===== src/design/cspt_pkg.sv =====
// types, constants and register codes for the cyclic signal pause timer
// no dependencies
package cspt_pkg;

  localparam int SIGNAL_W = 17;
  localparam int DELAY_W  = 16;
  localparam int COUNT_W  = 18;
  localparam int TOTAL_W  = 32;
  localparam int CFG_W    = 17;

  localparam logic [SIGNAL_W-1:0] SIGNAL_TIME_RESET    = 17'd45000;
  localparam logic [SIGNAL_W-1:0] PAUSE_TIME_RESET     = 17'd150;
  localparam logic [DELAY_W-1:0]  RUN_DELAY_RESET      = 16'd1000;
  localparam logic [DELAY_W-1:0]  TRIGGER_FILTER_RESET = 16'd1000;

  // run tick count at which single-pulse mode is armed without a pulse
  localparam logic [DELAY_W-1:0] RUN_ARM_TICKS = 16'd10;

  typedef enum logic [1:0] {
    CFG_SIGNAL_TIME    = 2'd0,
    CFG_PAUSE_TIME     = 2'd1,
    CFG_RUN_DELAY      = 2'd2,
    CFG_TRIGGER_FILTER = 2'd3
  } cfg_index_t;

  typedef struct packed {
    logic [SIGNAL_W-1:0] signal_time;
    logic [SIGNAL_W-1:0] pause_time;
    logic [DELAY_W-1:0]  run_delay;
    logic [DELAY_W-1:0]  trigger_filter;
  } regs_t;

  typedef struct packed {
    logic [DELAY_W-1:0] run_ticks;
    logic [COUNT_W-1:0] signal_count;
    logic [COUNT_W-1:0] period_count;
    logic [TOTAL_W-1:0] cycle_total;
    logic [DELAY_W-1:0] trigger_ticks;
    logic               trigger_latched;
    logic               drive_level;
  } state_t;

endpackage


===== src/design/cspt_in_if.sv =====
// tick input channel: valid/ready handshake with run, trigger and clear levels
// depends on nothing
interface cspt_in_if;
  logic valid;
  logic ready;
  logic run_level;
  logic trigger_level;
  logic clear_count;

  modport source (output valid, run_level, trigger_level, clear_count, input ready);
  modport sink   (input valid, run_level, trigger_level, clear_count, output ready);
endinterface


===== src/design/cspt_out_if.sv =====
// result channel: valid/ready handshake with output level and cycle counter
// depends on nothing
interface cspt_out_if;
  logic        valid;
  logic        ready;
  logic        out_level;
  logic [31:0] cycles_done;
  logic        cycle_end;

  modport source (output valid, out_level, cycles_done, cycle_end, input ready);
  modport sink   (input valid, out_level, cycles_done, cycle_end, output ready);
endinterface


===== src/design/cspt_cfg_if.sv =====
// configuration write channel: valid/ready handshake with index and data
// depends on cspt_pkg
interface cspt_cfg_if;
  logic                          valid;
  logic                          ready;
  cspt_pkg::cfg_index_t          index;
  logic [cspt_pkg::CFG_W-1:0]    data;

  modport source (output valid, index, data, input ready);
  modport sink   (input valid, index, data, output ready);
endinterface


===== src/design/cspt_step.sv =====
// next-state logic for one 1 ms tick of the timer
// depends on cspt_pkg
module cspt_step (
  input  cspt_pkg::regs_t  regs,
  input  cspt_pkg::state_t state,
  input  logic             run_level,
  input  logic             trigger_level,
  input  logic             clear_count,
  output cspt_pkg::state_t state_next,
  output logic             ended
);

  logic [cspt_pkg::DELAY_W-1:0] run_ticks_next;
  logic [cspt_pkg::DELAY_W-1:0] trigger_ticks_next;
  logic [cspt_pkg::COUNT_W-1:0] signal_inc;
  logic [cspt_pkg::COUNT_W-1:0] period_inc;
  logic [cspt_pkg::COUNT_W-1:0] elapsed;
  logic [cspt_pkg::COUNT_W-1:0] total;
  logic [cspt_pkg::COUNT_W-1:0] signal_ext;
  logic                         pulse_mode;

  // saturating counters and shared comparison operands
  assign run_ticks_next = !run_level ? '0 :
                          (&state.run_ticks) ? state.run_ticks : state.run_ticks + 1'b1;
  assign trigger_ticks_next = !trigger_level ? '0 :
                              (&state.trigger_ticks) ? state.trigger_ticks
                                                     : state.trigger_ticks + 1'b1;
  assign signal_inc = (&state.signal_count) ? state.signal_count
                                            : state.signal_count + 1'b1;
  assign period_inc = (&state.period_count) ? state.period_count
                                            : state.period_count + 1'b1;
  assign elapsed    = signal_inc - 1'b1;
  assign signal_ext = {1'b0, regs.signal_time};
  assign total      = {1'b0, regs.signal_time} + {1'b0, regs.pause_time};
  assign pulse_mode = (regs.pause_time == '0);

  // tick sequence: phase step, run stop, arm, clear, trigger
  always_comb begin
    state_next = state;
    ended      = 1'b0;
    state_next.run_ticks     = run_ticks_next;
    state_next.trigger_ticks = trigger_ticks_next;

    // phase step once the run delay has passed
    if (run_ticks_next > regs.run_delay) begin
      state_next.signal_count = signal_inc;
      state_next.period_count = period_inc;
      if (!pulse_mode) begin
        if (signal_inc < signal_ext) begin
          state_next.drive_level = 1'b1;
        end
        if (signal_inc > signal_ext && period_inc <= total) begin
          state_next.drive_level = 1'b0;
        end
        if (period_inc >= total) begin
          state_next.signal_count = '0;
          state_next.period_count = '0;
          state_next.cycle_total  = state.cycle_total + 1'b1;
          ended = 1'b1;
        end
      end else begin
        if (elapsed < signal_ext) begin
          state_next.drive_level = 1'b1;
        end
        if (elapsed == signal_ext) begin
          state_next.drive_level = 1'b0;
        end
      end
    end

    // run switch low: output off, phase counters cleared
    if (run_ticks_next == '0) begin
      state_next.drive_level  = 1'b0;
      state_next.signal_count = '0;
      state_next.period_count = '0;
    end

    // single-pulse mode waits for a trigger after arming
    if (run_ticks_next == cspt_pkg::RUN_ARM_TICKS && pulse_mode) begin
      state_next.signal_count = signal_ext + 1'b1;
    end

    if (clear_count) begin
      state_next.cycle_total = '0;
    end

    // debounced trigger edge
    if (!trigger_level) begin
      state_next.trigger_latched = 1'b0;
    end
    if (trigger_ticks_next > regs.trigger_filter && !state_next.trigger_latched) begin
      state_next.trigger_latched = 1'b1;
      if (state_next.signal_count > signal_ext) begin
        state_next.signal_count = '0;
        state_next.period_count = '0;
        state_next.cycle_total  = state_next.cycle_total + 1'b1;
        ended = 1'b1;
      end
    end
  end

endmodule


===== src/design/cyclic_signal_pause_timer.sv =====
// top level of the cyclic signal pause timer
// depends on cspt_pkg, cspt_in_if, cspt_out_if, cspt_cfg_if and cspt_step
//
// Each accepted tick transaction is one 1 ms time step. The result for a tick
// appears in the cycle after it is accepted and stays in the output register
// until taken; a new tick is accepted in the same cycle the previous result
// is taken, so the block sustains one tick per clock while each result is
// taken as soon as it is offered. The result is held in the state register
// that the tick logic updates. The configuration port is always ready and
// should only be written while no result is pending.
module cyclic_signal_pause_timer (
  input logic        clk,
  input logic        rst,
  cspt_in_if.sink    tick_in,
  cspt_out_if.source result_out,
  cspt_cfg_if.sink   cfg
);

  cspt_pkg::regs_t  regs;
  cspt_pkg::state_t state;
  cspt_pkg::state_t state_next;
  logic             ended;
  logic             cycle_end;
  logic             out_valid;
  logic             tick_accept;

  // configuration registers
  assign cfg.ready = 1'b1;

  always_ff @(posedge clk) begin
    if (rst) begin
      regs.signal_time    <= cspt_pkg::SIGNAL_TIME_RESET;
      regs.pause_time     <= cspt_pkg::PAUSE_TIME_RESET;
      regs.run_delay      <= cspt_pkg::RUN_DELAY_RESET;
      regs.trigger_filter <= cspt_pkg::TRIGGER_FILTER_RESET;
    end else if (cfg.valid) begin
      unique case (cfg.index)
        cspt_pkg::CFG_SIGNAL_TIME:    regs.signal_time    <= cfg.data;
        cspt_pkg::CFG_PAUSE_TIME:     regs.pause_time     <= cfg.data;
        cspt_pkg::CFG_RUN_DELAY:      regs.run_delay      <= cfg.data[cspt_pkg::DELAY_W-1:0];
        cspt_pkg::CFG_TRIGGER_FILTER: regs.trigger_filter <= cfg.data[cspt_pkg::DELAY_W-1:0];
        default: ;
      endcase
    end
  end

  // tick handshake: take a tick whenever the result slot is free or draining
  assign tick_in.ready = !out_valid || result_out.ready;
  assign tick_accept   = tick_in.valid && tick_in.ready;

  cspt_step u_step (
    .regs          (regs),
    .state         (state),
    .run_level     (tick_in.run_level),
    .trigger_level (tick_in.trigger_level),
    .clear_count   (tick_in.clear_count),
    .state_next    (state_next),
    .ended         (ended)
  );

  // timer state, which also holds the result payload
  always_ff @(posedge clk) begin
    if (rst) begin
      state     <= '0;
      cycle_end <= 1'b0;
    end else if (tick_accept) begin
      state     <= state_next;
      cycle_end <= ended;
    end
  end

  // result valid flag
  always_ff @(posedge clk) begin
    if (rst) begin
      out_valid <= 1'b0;
    end else if (tick_accept) begin
      out_valid <= 1'b1;
    end else if (result_out.ready) begin
      out_valid <= 1'b0;
    end
  end

  assign result_out.valid       = out_valid;
  assign result_out.out_level   = state.drive_level;
  assign result_out.cycles_done = state.cycle_total;
  assign result_out.cycle_end   = cycle_end;

endmodule


===== src/flat_wrapper.sv =====
// flat-port wrapper written by rule: the top's interface ports become plain ports
module cyclic_signal_pause_timer_flat 
  (clk, rst, tick_in_valid, tick_in_run_level, tick_in_trigger_level, tick_in_clear_count, tick_in_ready, result_out_valid, result_out_out_level, result_out_cycles_done, result_out_cycle_end, result_out_ready, cfg_valid, cfg_index, cfg_data, cfg_ready);
  cspt_in_if tick_in_i ();
  cspt_out_if result_out_i ();
  cspt_cfg_if cfg_i ();
  input logic clk;
  input logic rst;
  input wire logic [$bits(tick_in_i.valid)-1:0] tick_in_valid;
  input wire logic [$bits(tick_in_i.run_level)-1:0] tick_in_run_level;
  input wire logic [$bits(tick_in_i.trigger_level)-1:0] tick_in_trigger_level;
  input wire logic [$bits(tick_in_i.clear_count)-1:0] tick_in_clear_count;
  output wire logic [$bits(tick_in_i.ready)-1:0] tick_in_ready;
  output wire logic [$bits(result_out_i.valid)-1:0] result_out_valid;
  output wire logic [$bits(result_out_i.out_level)-1:0] result_out_out_level;
  output wire logic [$bits(result_out_i.cycles_done)-1:0] result_out_cycles_done;
  output wire logic [$bits(result_out_i.cycle_end)-1:0] result_out_cycle_end;
  input wire logic [$bits(result_out_i.ready)-1:0] result_out_ready;
  input wire logic [$bits(cfg_i.valid)-1:0] cfg_valid;
  input wire logic [$bits(cfg_i.index)-1:0] cfg_index;
  input wire logic [$bits(cfg_i.data)-1:0] cfg_data;
  output wire logic [$bits(cfg_i.ready)-1:0] cfg_ready;
  assign tick_in_i.valid = tick_in_valid;
  assign tick_in_i.run_level = tick_in_run_level;
  assign tick_in_i.trigger_level = tick_in_trigger_level;
  assign tick_in_i.clear_count = tick_in_clear_count;
  assign tick_in_ready = tick_in_i.ready;
  assign result_out_valid = result_out_i.valid;
  assign result_out_out_level = result_out_i.out_level;
  assign result_out_cycles_done = result_out_i.cycles_done;
  assign result_out_cycle_end = result_out_i.cycle_end;
  assign result_out_i.ready = result_out_ready;
  assign cfg_i.valid = cfg_valid;
  assign cfg_i.index = cfg_index;
  assign cfg_i.data = cfg_data;
  assign cfg_ready = cfg_i.ready;
  cyclic_signal_pause_timer u_core (.clk(clk), .rst(rst), .tick_in(tick_in_i), .result_out(result_out_i), .cfg(cfg_i));
endmodule

===== config.mk =====
export PLATFORM = sky130hd
export DESIGN_NAME = cyclic_signal_pause_timer_flat
export DESIGN_NICKNAME = d
export VERILOG_FILES = /design/src/design/cspt_pkg.sv /design/src/design/cspt_in_if.sv /design/src/design/cspt_out_if.sv /design/src/design/cspt_cfg_if.sv /design/src/design/cspt_step.sv /design/src/design/cyclic_signal_pause_timer.sv /design/src/flat_wrapper.sv
export SDC_FILE = /design/constraint.sdc
export NUM_CORES = 1
export LEC_CHECK = 0
export BUFFER_PORTS_ARGS = -buffer_cell sky130_fd_sc_hd__buf_2
export CORE_ASPECT_RATIO = 0.8
export CORE_MARGIN = 2
export CORE_UTILIZATION = 30
export CTS_BUF_LIST = sky130_fd_sc_hd__clkbuf_4 sky130_fd_sc_hd__clkbuf_8 sky130_fd_sc_hd__clkbuf_16
export DETAILED_ROUTE_END_ITERATION = 6
export PLACE_DENSITY_LB_ADDON = 0.3
export SLEW_MARGIN = 20
export SYNTH_ARGS = -nofsm -noshare
export SYNTH_HDL_FRONTEND = slang
export SYNTH_SLANG_ARGS = --single-unit

===== constraint.sdc =====
create_clock -name clk -period 6.9 [get_ports clk]
set_input_delay 1.38 -clock clk [delete_from_list [all_inputs] [get_ports clk]]
set_output_delay 1.38 -clock clk [all_outputs]
set_load 0.01 [all_outputs]

---- Word level (Yosys, flattened, before mapping) ----
Cells that the tools add are included.
Widths: inputs -> output; s select.
word-level totals
  flip-flop bits (word level) ............. 170
  bits in read-only memories .............. 0
  bits of input ports ..................... 27
  latch bits .............................. 0
  memories kept ........................... 0
  memory bits (writable) .................. 0
cells by class
  multipliers ............................. 0
  add/sub/neg operators ................... 9
  divide/modulo/power cells ............... 0
  equality and inequality tests ........... 6
  reduce and logical (&&, ||, !) cells .... 22
  bitwise operators ....................... 0
  shift-type cells ........................ 0
  magnitude comparators ................... 8
  multiplexer cells ....................... 30
operators by type and width
  cell                   number
  $mux 68                5
  $add 32x1->32 const B  2
  $mux 16                4
  $mux 18                3
  $add 18x1->18 const B  2
  $gt 18x17->1           2
  $lt 18x17->1           2
  $mux 36                1
  $reduce_and 18->1      2
  $add 16x1->16 const B  2
  $gt 16x16->1           2
  $mux 32                1
  $reduce_and 16->1      2
  $add 17x1->18 const B  1
  $add 17x17->18         1
  $eq 18x17->1           1
  $ge 18x18->1           1
  $le 18x18->1           1
  $sub 18x1->18 const B  1
  $logic_not 17->1       1
  $eq 16x4->1 const B    1
  $logic_not 16->1       1
  $mux 1                 16
  $reduce_and 2->1       4
  other kinds (10)       16

---- Depth between registers and ports, before layout ----
Gate-level depths: netlist (run 1).
  depth after elaboration ................. 11
  gate-level depth with buffers ........... 39

---- Cells and area by module ----
A second synthesis (run 1) with hierarchy kept.
unflattened totals
  cell total of the unflattened synthesis .. 2062
  area total of the unflattened synthesis .. 15456.1 µm²
by module, submodules not included
  module                     instances  area an instance (µm²)  cells each
  cspt_step                  1          8414.3                  1273
  cyclic_signal_pause_timer  1          7041.8                  789

---- Worst setup path before layout (run 1) ----
Ideal clock, no wire load.
  path kind ............................... reg-to-reg
  start point ............................. register u_core.regs[49] (netlist name)
  end point ............................... register u_core.state[58] (netlist name)
  data arrival time ....................... 6756 ps
  slack ................................... 70 ps
  period minus slack after synthesis ...... 6830 ps
  stages on the path, launching flop included .. 34
  setup time .............................. 74 ps
  data required time ...................... 6826 ps
  path through ............................ dfxtp_1 ha_1 inv_1 fa_1 nor2b_1 o21ai_0 a21boi_0 o21ai_0 a21oi_1 o21ai_0 nand2b_1 a221oi_1 nor2_1 xnor2_1 ha_1 and3_1 a221o_1 a211o_1 o211a_1 buf_2 buf_1 nor3_2 a22oi_1 o22ai_1 ha_1 a21o_1 a211oi_1 nand2_1 o21ai_0 o221ai_2 a2111oi_4 clkbuf_1 nand2_1 o21ai_0
on the way
  cells in the longest elaborated chain, start to end .. 10
  elaborated cells on any way between the ends .. 11
  classes of those cells .................. add/sub: 2; order compare: 2; mux: 7
ends and longest elaborated chain
  element         line             source
  $add 17x17->18  cspt_step.sv:34  assign total = {1'b0, regs.signal_time} + {1'b0, regs.pause_time};
  $ge 18x18->1    cspt_step.sv:55  if (period_inc >= total) begin
  $mux 68         cspt_step.sv:55
  $mux 68         cspt_step.sv:48  if (!pulse_mode) begin
  $mux 68         cspt_step.sv:45  if (run_ticks_next > regs.run_delay) begin
  $mux 36         cspt_step.sv:72  if (run_ticks_next == '0) begin
  $mux 18         cspt_step.sv:79  if (run_ticks_next == cspt_pkg::RUN_ARM_TICKS && pulse_mode) begin
  $gt 18x17->1    cspt_step.sv:93  if (state_next.signal_count > signal_ext) begin
  $mux 68         cspt_step.sv:93
  $mux 68 (*)     cspt_step.sv:91  if (trigger_ticks_next > regs.trigger_filter && !state_next.trigger_latched) begin
Every way passes the cells marked *; elsewhere a longest branch is shown, timed or not.
A chain may end at the register's enable or synchronous reset.

---- Final worst setup path (run 1) ----
  start point ............................. register u_core.regs[49] (netlist name)
  end point ............................... register u_core.state[59] (netlist name)
on the way
  cells in the longest elaborated chain, start to end .. 10
  elaborated cells on any way between the ends .. 11
  classes of those cells .................. add/sub: 2; order compare: 2; mux: 7
ends and longest elaborated chain
  element         line
  $add 17x17->18  cspt_step.sv:34
  $ge 18x18->1    cspt_step.sv:55
  $mux 68         cspt_step.sv:55
  $mux 68         cspt_step.sv:48
  $mux 68         cspt_step.sv:45
  $mux 36         cspt_step.sv:72
  $mux 18         cspt_step.sv:79
  $gt 18x17->1    cspt_step.sv:93
  $mux 68         cspt_step.sv:93
  $mux 68 (*)     cspt_step.sv:91
Marked as above.

==> results of run 1 <==
-- cells in the mapped netlist (all sizes together), types with 10 or more instances --
cell and instances:
a211oi 23, a21o 26, nand2 299, nor2 156, and2 11, o21ai 62
dfxtp 170, nand3b 16, or3 21, nand3 82, xnor2 73, buf 52
mux2i 15, and3 24, a31oi 22, nor2b 13, xor2 49, ha 126
nand4 58, a22oi 16, nor4 38, a22o 12, a21oi 154, inv 93
nor3 66, a211o 19, or4 10, clkbuf 87, and4 15, nand2b 14
-- what timing repair did --
item,4_1_cts,5_1_grt
cloned,0,2
pin swaps,7,71
buffers inserted,0,12
endpoints found under the hold margin,0,0
endpoints found under the setup margin,33,68
gates resized for setup,8,112
-- sequential cells by signal, indices dropped and copies added, names as in the netlist --
signal / flops
u_core.result_out.out_level: 1
u_core.regs: 66
u_core.result_out.valid: 1
u_core.result_out.cycle_end: 1
u_core.state: 69
u_core.result_out.cycles_done: 32
-- routing by layer --
metal  global-route usage (%)  wire (um)  up-vias
met3                     2.73       2700       51
met4                     5.12        806        0
met2                     28.5      20400      394
li1                         -          -     7045
met1                     26.9      22600     6717
met5                        0          0        -
-- power by group through the flow --
stage          logic [W]  clock network, W  registers, W
2_1_floorplan   0.000210                 0       0.00105
3_3_place_gp    0.000296                 0       0.00105
3_5_place_dp    0.000303                 0       0.00105
4_1_cts         0.000305           0.00104       0.00103
5_1_grt         0.000356           0.00109       0.00104
6_report        0.000323           0.00102       0.00103
-- worst register-to-register path: cells and delay by family (launching register included) --
| kind | cells | cell delay (ps) |
|---|---|---|
| DFF | 1 | 340 |
| xor gates and xnor gates | 1 | 150 |
| buffers and inverters | 4 | 610 |
| and+or+nand+nor | 6 | 700 |
| AOI/OAI and AO/OA | 20 | 4000 |
| adders and majority gates | 4 | 980 |
-- through the flow --
| step | std cells | utilization, % |
|---|---|---|
| 5_1_grt | 2626 | 35.3 |
| 2_1_floorplan | 1944 | - |
| 3_3_place_gp | 2581 | 32.9 |
| 6_report | 2626 | 35.3 |
| 3_5_place_dp | 2581 | 32.9 |
| 4_1_cts | 2613 | 34.3 |
-- logic make-up (layout without fill, tap and decap cells) --
kind of cell / count (synthesis) / after routing / share of synthesized area, %
buffers and inverters: 232 / 294 / 7.17
other: 1 / 1 / 0.0263
DFF: 170 / 170 / 23.8
adders and majority gates: 127 / 127 / 11.2
muxes: 17 / 17 / 1.21
xor gates and xnor gates: 122 / 122 / 7.48
and+or+nand+nor: 852 / 852 / 29.6
AOI/OAI and AO/OA: 423 / 423 / 19.5
-- path summary, 6_finish.rpt --
check                                        to  slack (ps)  cells past startpoint
setup / recovery  u_core.state[59]$_SDFFE_PP0P_          50                     35
hold / removal     u_core.regs[17]$_SDFFE_PP0P_         460                      2
setup reg to reg  u_core.state[59]$_SDFFE_PP0P_          50                     35
hold reg to reg    u_core.regs[17]$_SDFFE_PP0P_         460                      2
-- cell type report --
type                            instances  area [um2]  area share [%]
Timing Repair Buffer                  169        1180            7.09
Tap cell                              620         776            4.68
Multi-Input combinational cell       1542       10300            61.8
Sequential cell                       170        3410            20.5
Clock inverter                         15         196            1.18
Clock buffer                           17         425            2.56
Inverter                               93         349            2.10
==> flow_summary.ini, run 1 <==
[run_status]
status = finished clean

[synth]
synth_cell_types = 85
synthFlopType = dfxtp_1
netlist_instances = 1944
yosys-top-cells-area = dfxtp_1, ha_1, nand2_1
synthesis.nets = 2098
syn_avg_cell_area_um2 = 7.35
yosysWarningCount = 0
synth_top_area_share_pct = 23.8
syn-cell-area_um2 = 14300
async_flop_share_pct = 0
yosysSeqAreaShare_pct = 23.8
synth_top_area_cell = dfxtp_1
synth_edf_count = 0
ys_ff_latch = 170

[drt]
wl_per_cell_um = 17.7
vias = 14200
viasPerCell = 5.41
ant_nets = 0
drt_iter0_drc = 1151
totalWireLength_mm = 46.5
drcViolationCount = 0
drt-pass1-iter-count = 5

[run]
max_cap_violations = 0

[placed_design]
dp_hpwl_mm = 34.4
dp_worst_setup_slack_ps = -131
port_buffers = 62
place.gp.congestion = 0.884
placed_area_um2 = 15400

[clocking]
clkSinkCount = 170
numCtsBuffers = 17
cts_tree = done
clk_pin_slew_ps = 80
ctsHtreeMaxLevel = 4
insertion_delay_ps = 480
clk_path_buf_depth = 2
cts_root_buf = clkbuf_16
cts_hold_buf = 0

[critical_path]
crit_type = reg -> reg
timing.critical_path.mode_cell = o21ai_1
slowest_delay_ps = 460
crit_slowest_cell = a2111oi_4
critPathCaptureType = flop
path_max_fanout = 5
cp-start-kind = flop
worstPathArrival_ps = 7260
startpoint = u_core.regs[49]$_SDFFE_PP0P_
rr_startpoint = u_core.regs[49]$_SDFFE_PP0P_
cp.required_ps = 7310
cp_num_buf_inv = 4
crit_family = compound AO/OA/AOI/OAI gates

[grt]
grt_antenna_before_repair = 0
gr-total-overflow = 0
grt_pass1_wl_mm = 72.3
grt_max_degree = 100
grt.total_usage_pct = 18.6
grt_pass1_vias = 13100

[finish]
design_area_um2 = 16600
nets = 2147
final_common_cell = nand2_1
final_cell_mix = nand2_1, dfxtp_1, nor2_1, a21oi_1, ha_1
areaGrowthSynthToFinish_pct = 16.2
filler_cell_count = 4900
antenna_cells = 0
drive_gt1_share_pct = 15.4

[power_and_ir_drop]
clock_power_share_pct = 43.0
power_frac_comb_pct = 13.6
intPower_w = 0.00161
power.total_w = 0.00238
p_leak_nw = 6.68
peakVddDrop_mv = 0.135
switching_share_pct = 32.2
power_density_nw_per_um2 = 143
power_frac_seq_pct = 43.4
netSwitchingPower_w = 0.000765

[sta]
worst_pin_slew_ps = 1130
timing.hold.ws_ps = 461
finalHoldViolCount = 0
setup_ws_ps = 52.5
finalCritPeriodShare_pct = 99.2
fin_crit_ps = 6850
fin_skew_ps = 16.7
max_freq_mhz = 146
slew_viol_final = 0
rsz0062_at_grt = true
fin_tns_setup_ps = 0
setup_viol = 0
slew_headroom_pct = 23.8

[min_path]
holdCritStartpoint = u_core.regs[17]$_SDFFE_PP0P_
hp-class = reg -> reg

[floorplanning]
pin_count = 64
die-height_um = 199
start_util_pct = 30.4
die_w_um = 248
rows = 71
dieArea_um2 = 49400
core_um2 = 47000
Power figures use the tool's default switching activity.
==> run 2, diff against run 1 <==
--- a/config.mk
+++ b/config.mk
@@ -6,6 +6,8 @@
 export NUM_CORES = 1
 export LEC_CHECK = 0
 export BUFFER_PORTS_ARGS = -buffer_cell sky130_fd_sc_hd__buf_2
+export CELL_PAD_IN_SITES_DETAIL_PLACEMENT = 0
+export CELL_PAD_IN_SITES_GLOBAL_PLACEMENT = 1
 export CORE_ASPECT_RATIO = 0.8
 export CORE_MARGIN = 2
 export CORE_UTILIZATION = 30
==> run 2 against run 1 <==
Net effect: cell count increased by 0.65%; worst hold slack better by 1.5 ps; count of clock-buffer cells in the layout stayed put; register-to-register slack better by 120 ps; critical path depth increased by 1; die area did not move; setup slack improved by 120 ps.
==> flow_summary.ini, run 2 (synthesis gave the netlist of run 1 again) <==
[placed_design]
dp_hpwl_mm = 35.9
place.gp.congestion = 0.881
port_buffers = 62

[clocking]
cts_root_buf = clkbuf_16
cts_tree = done
insertion_delay_ps = 480
clk_pin_slew_ps = 80
clkSinkCount = 170
cts_hold_buf = 0
clk_path_buf_depth = 2
ctsHtreeMaxLevel = 4
numCtsBuffers = 17

[floorplanning]
die-height_um = 199
start_util_pct = 30.4
rows = 71
core_um2 = 47000
die_w_um = 248
pin_count = 64
dieArea_um2 = 49400

[critical_path]
timing.rr.end = u_core.result_out.cycles_done[19]$_SDFFE_PP0P_
cp-start-kind = flop
crit_type = reg -> reg
slowest_delay_ps = 520
cp.required_ps = 7280
crit_end = u_core.result_out.cycles_done[19]$_SDFFE_PP0P_
path_max_fanout = 6
crit_slowest_cell = or4_1
reg2reg_depth = 36
rrSetupSlack_ps = 170
worstPathArrival_ps = 7110
startpoint = u_core.regs[49]$_SDFFE_PP0P_
critPathCaptureType = flop
rr_startpoint = u_core.regs[49]$_SDFFE_PP0P_

[sta]
slew_viol_final = 0
worst_pin_slew_ps = 1050
fin_tns_setup_ps = 0
slew_headroom_pct = 29.3
finalHoldViolCount = 0
finalCritPeriodShare_pct = 97.5
fin_crit_ps = 6730
max_freq_mhz = 149
setup_viol = 0
rsz0062_at_grt = true
fin_skew_ps = 13.9

[drt]
drt_iter0_drc = 1203
ant_nets = 0
wl_per_cell_um = 18.4
vias = 14300
drt-pass1-iter-count = 6
viasPerCell = 5.41
totalWireLength_mm = 48.6
drcViolationCount = 0

[grt]
gr-total-overflow = 0
grt_pass1_wl_mm = 75.5
grt_pass1_vias = 13100
grt_antenna_before_repair = 1
grt.total_usage_pct = 19.7
grt_max_degree = 163

[finish]
multi_input_area_um2 = 10100
regArea_um2 = 3410
final_cell_mix = nand2_1, dfxtp_1, nor2_1, a21oi_1, ha_1
areaGrowthSynthToFinish_pct = 16.2
drive_gt1_share_pct = 15.2
final_common_cell = nand2_1
nets = 2164
filler_cell_count = 4909
largest_reg_flops = 69
top_register = u_core.state
antenna_cells = 0
finish.utilization_pct = 35.3

[run]
max_cap_violations = 0

[power_and_ir_drop]
p_leak_nw = 6.66
power_density_nw_per_um2 = 145
peakVddDrop_mv = 0.158

[min_path]
hp-class = reg -> reg

[run_status]
status = finished clean
[run 2: cell types whose count changed in the layout (fill, tap and decap cells not counted), moves of 3 or more]
cell	change
o31ai_1	+3
clkinv_8	-3
buf_6	+3
o21ai_2	-6
o21ai_1	+7
nor4_4	-3
buf_4	+16
nor4_1	+4
[run 2: worst min-delay path by stage]
stage	from	end	slack, ps	cells after the start
floorplan	u_core.regs[10]$_SDFFE_PP0P_	u_core.regs[10]$_SDFFE_PP0P_	440	2
global placement	u_core.regs[20]$_SDFFE_PP0P_	u_core.regs[20]$_SDFFE_PP0P_	440	2
detailed placement	u_core.regs[30]$_SDFFE_PP0P_	u_core.regs[30]$_SDFFE_PP0P_	450	2
CTS	u_core.regs[30]$_SDFFE_PP0P_	u_core.regs[30]$_SDFFE_PP0P_	460	2
global route	u_core.regs[0]$_SDFFE_PP0P_	u_core.regs[0]$_SDFFE_PP0P_	480	2
finish	u_core.regs[26]$_SDFFE_PP0P_	u_core.regs[26]$_SDFFE_PP0P_	460	2
[run 2: per-layer routing]
| layer | track usage [%] | part of all wire [%] | up-vias | routed length (um) |
|---|---|---|---|---|
| met3 | 3.02 | 5.1 | 54 | 2500 |
| li1 | - | - | 7086 | - |
| met2 | 29.0 | 43 | 350 | 20700 |
| met1 | 29.5 | 50 | 6814 | 24500 |
| met5 | 0 | 0.027 | - | 13 |
| met4 | 5.46 | 1.8 | 2 | 857 |
[run 2: where the power goes]
| group | switching (W) | leakage [nW] | internal, W |
|---|---|---|---|
| Sequential | 0.0000296 | 1.38 | 0.00100 |
| Combinational | 0.000204 | 4.98 | 0.000120 |
| Clock | 0.000524 | 0.302 | 0.000528 |
| Total | 0.000758 | 6.66 | 0.00165 |
[run 2: layout make-up]
| type | instances | share of cell area (%) |
|---|---|---|
| repair buffers | 186 | 7.78 |
| flip-flops and latches | 170 | 20.5 |
| multi-input cells | 1542 | 61.1 |
| inverters | 93 | 2.10 |
| well taps | 620 | 4.68 |
| clock buffers | 17 | 2.56 |
| clock inverters | 15 | 1.20 |
[run 2: stage by stage]
step	hold slack, ps	power, W	cell area [um2]	std cells	worst slack (ps)
6_report	463	0.00241	16600	2643	174
4_1_cts	462	0.00243	16200	2627	13.1
3_5_place_dp	451	0.00137	15500	2594	-437
3_3_place_gp	445	0.00136	15500	2594	-335
5_1_grt	482	0.00252	16600	2643	-144
2_1_floorplan	436	0.00126	14300	1944	70.1
[run 2: repair_timing]
action,in CTS,in global routing
cloned,0,1
setup buffers,1,16
pin swaps,8,49
resized for setup,18,79
endpoints found under the setup margin,68,68
[run 2: worst max-delay path: cells and delay by family (launching register included)]
family / cells / cell delay [ps]
simple gates: 9 / 1580
buf+inv: 4 / 540
xor+xnor: 1 / 140
flops: 1 / 340
compound gates: 18 / 3190
fa+ha+maj: 4 / 850
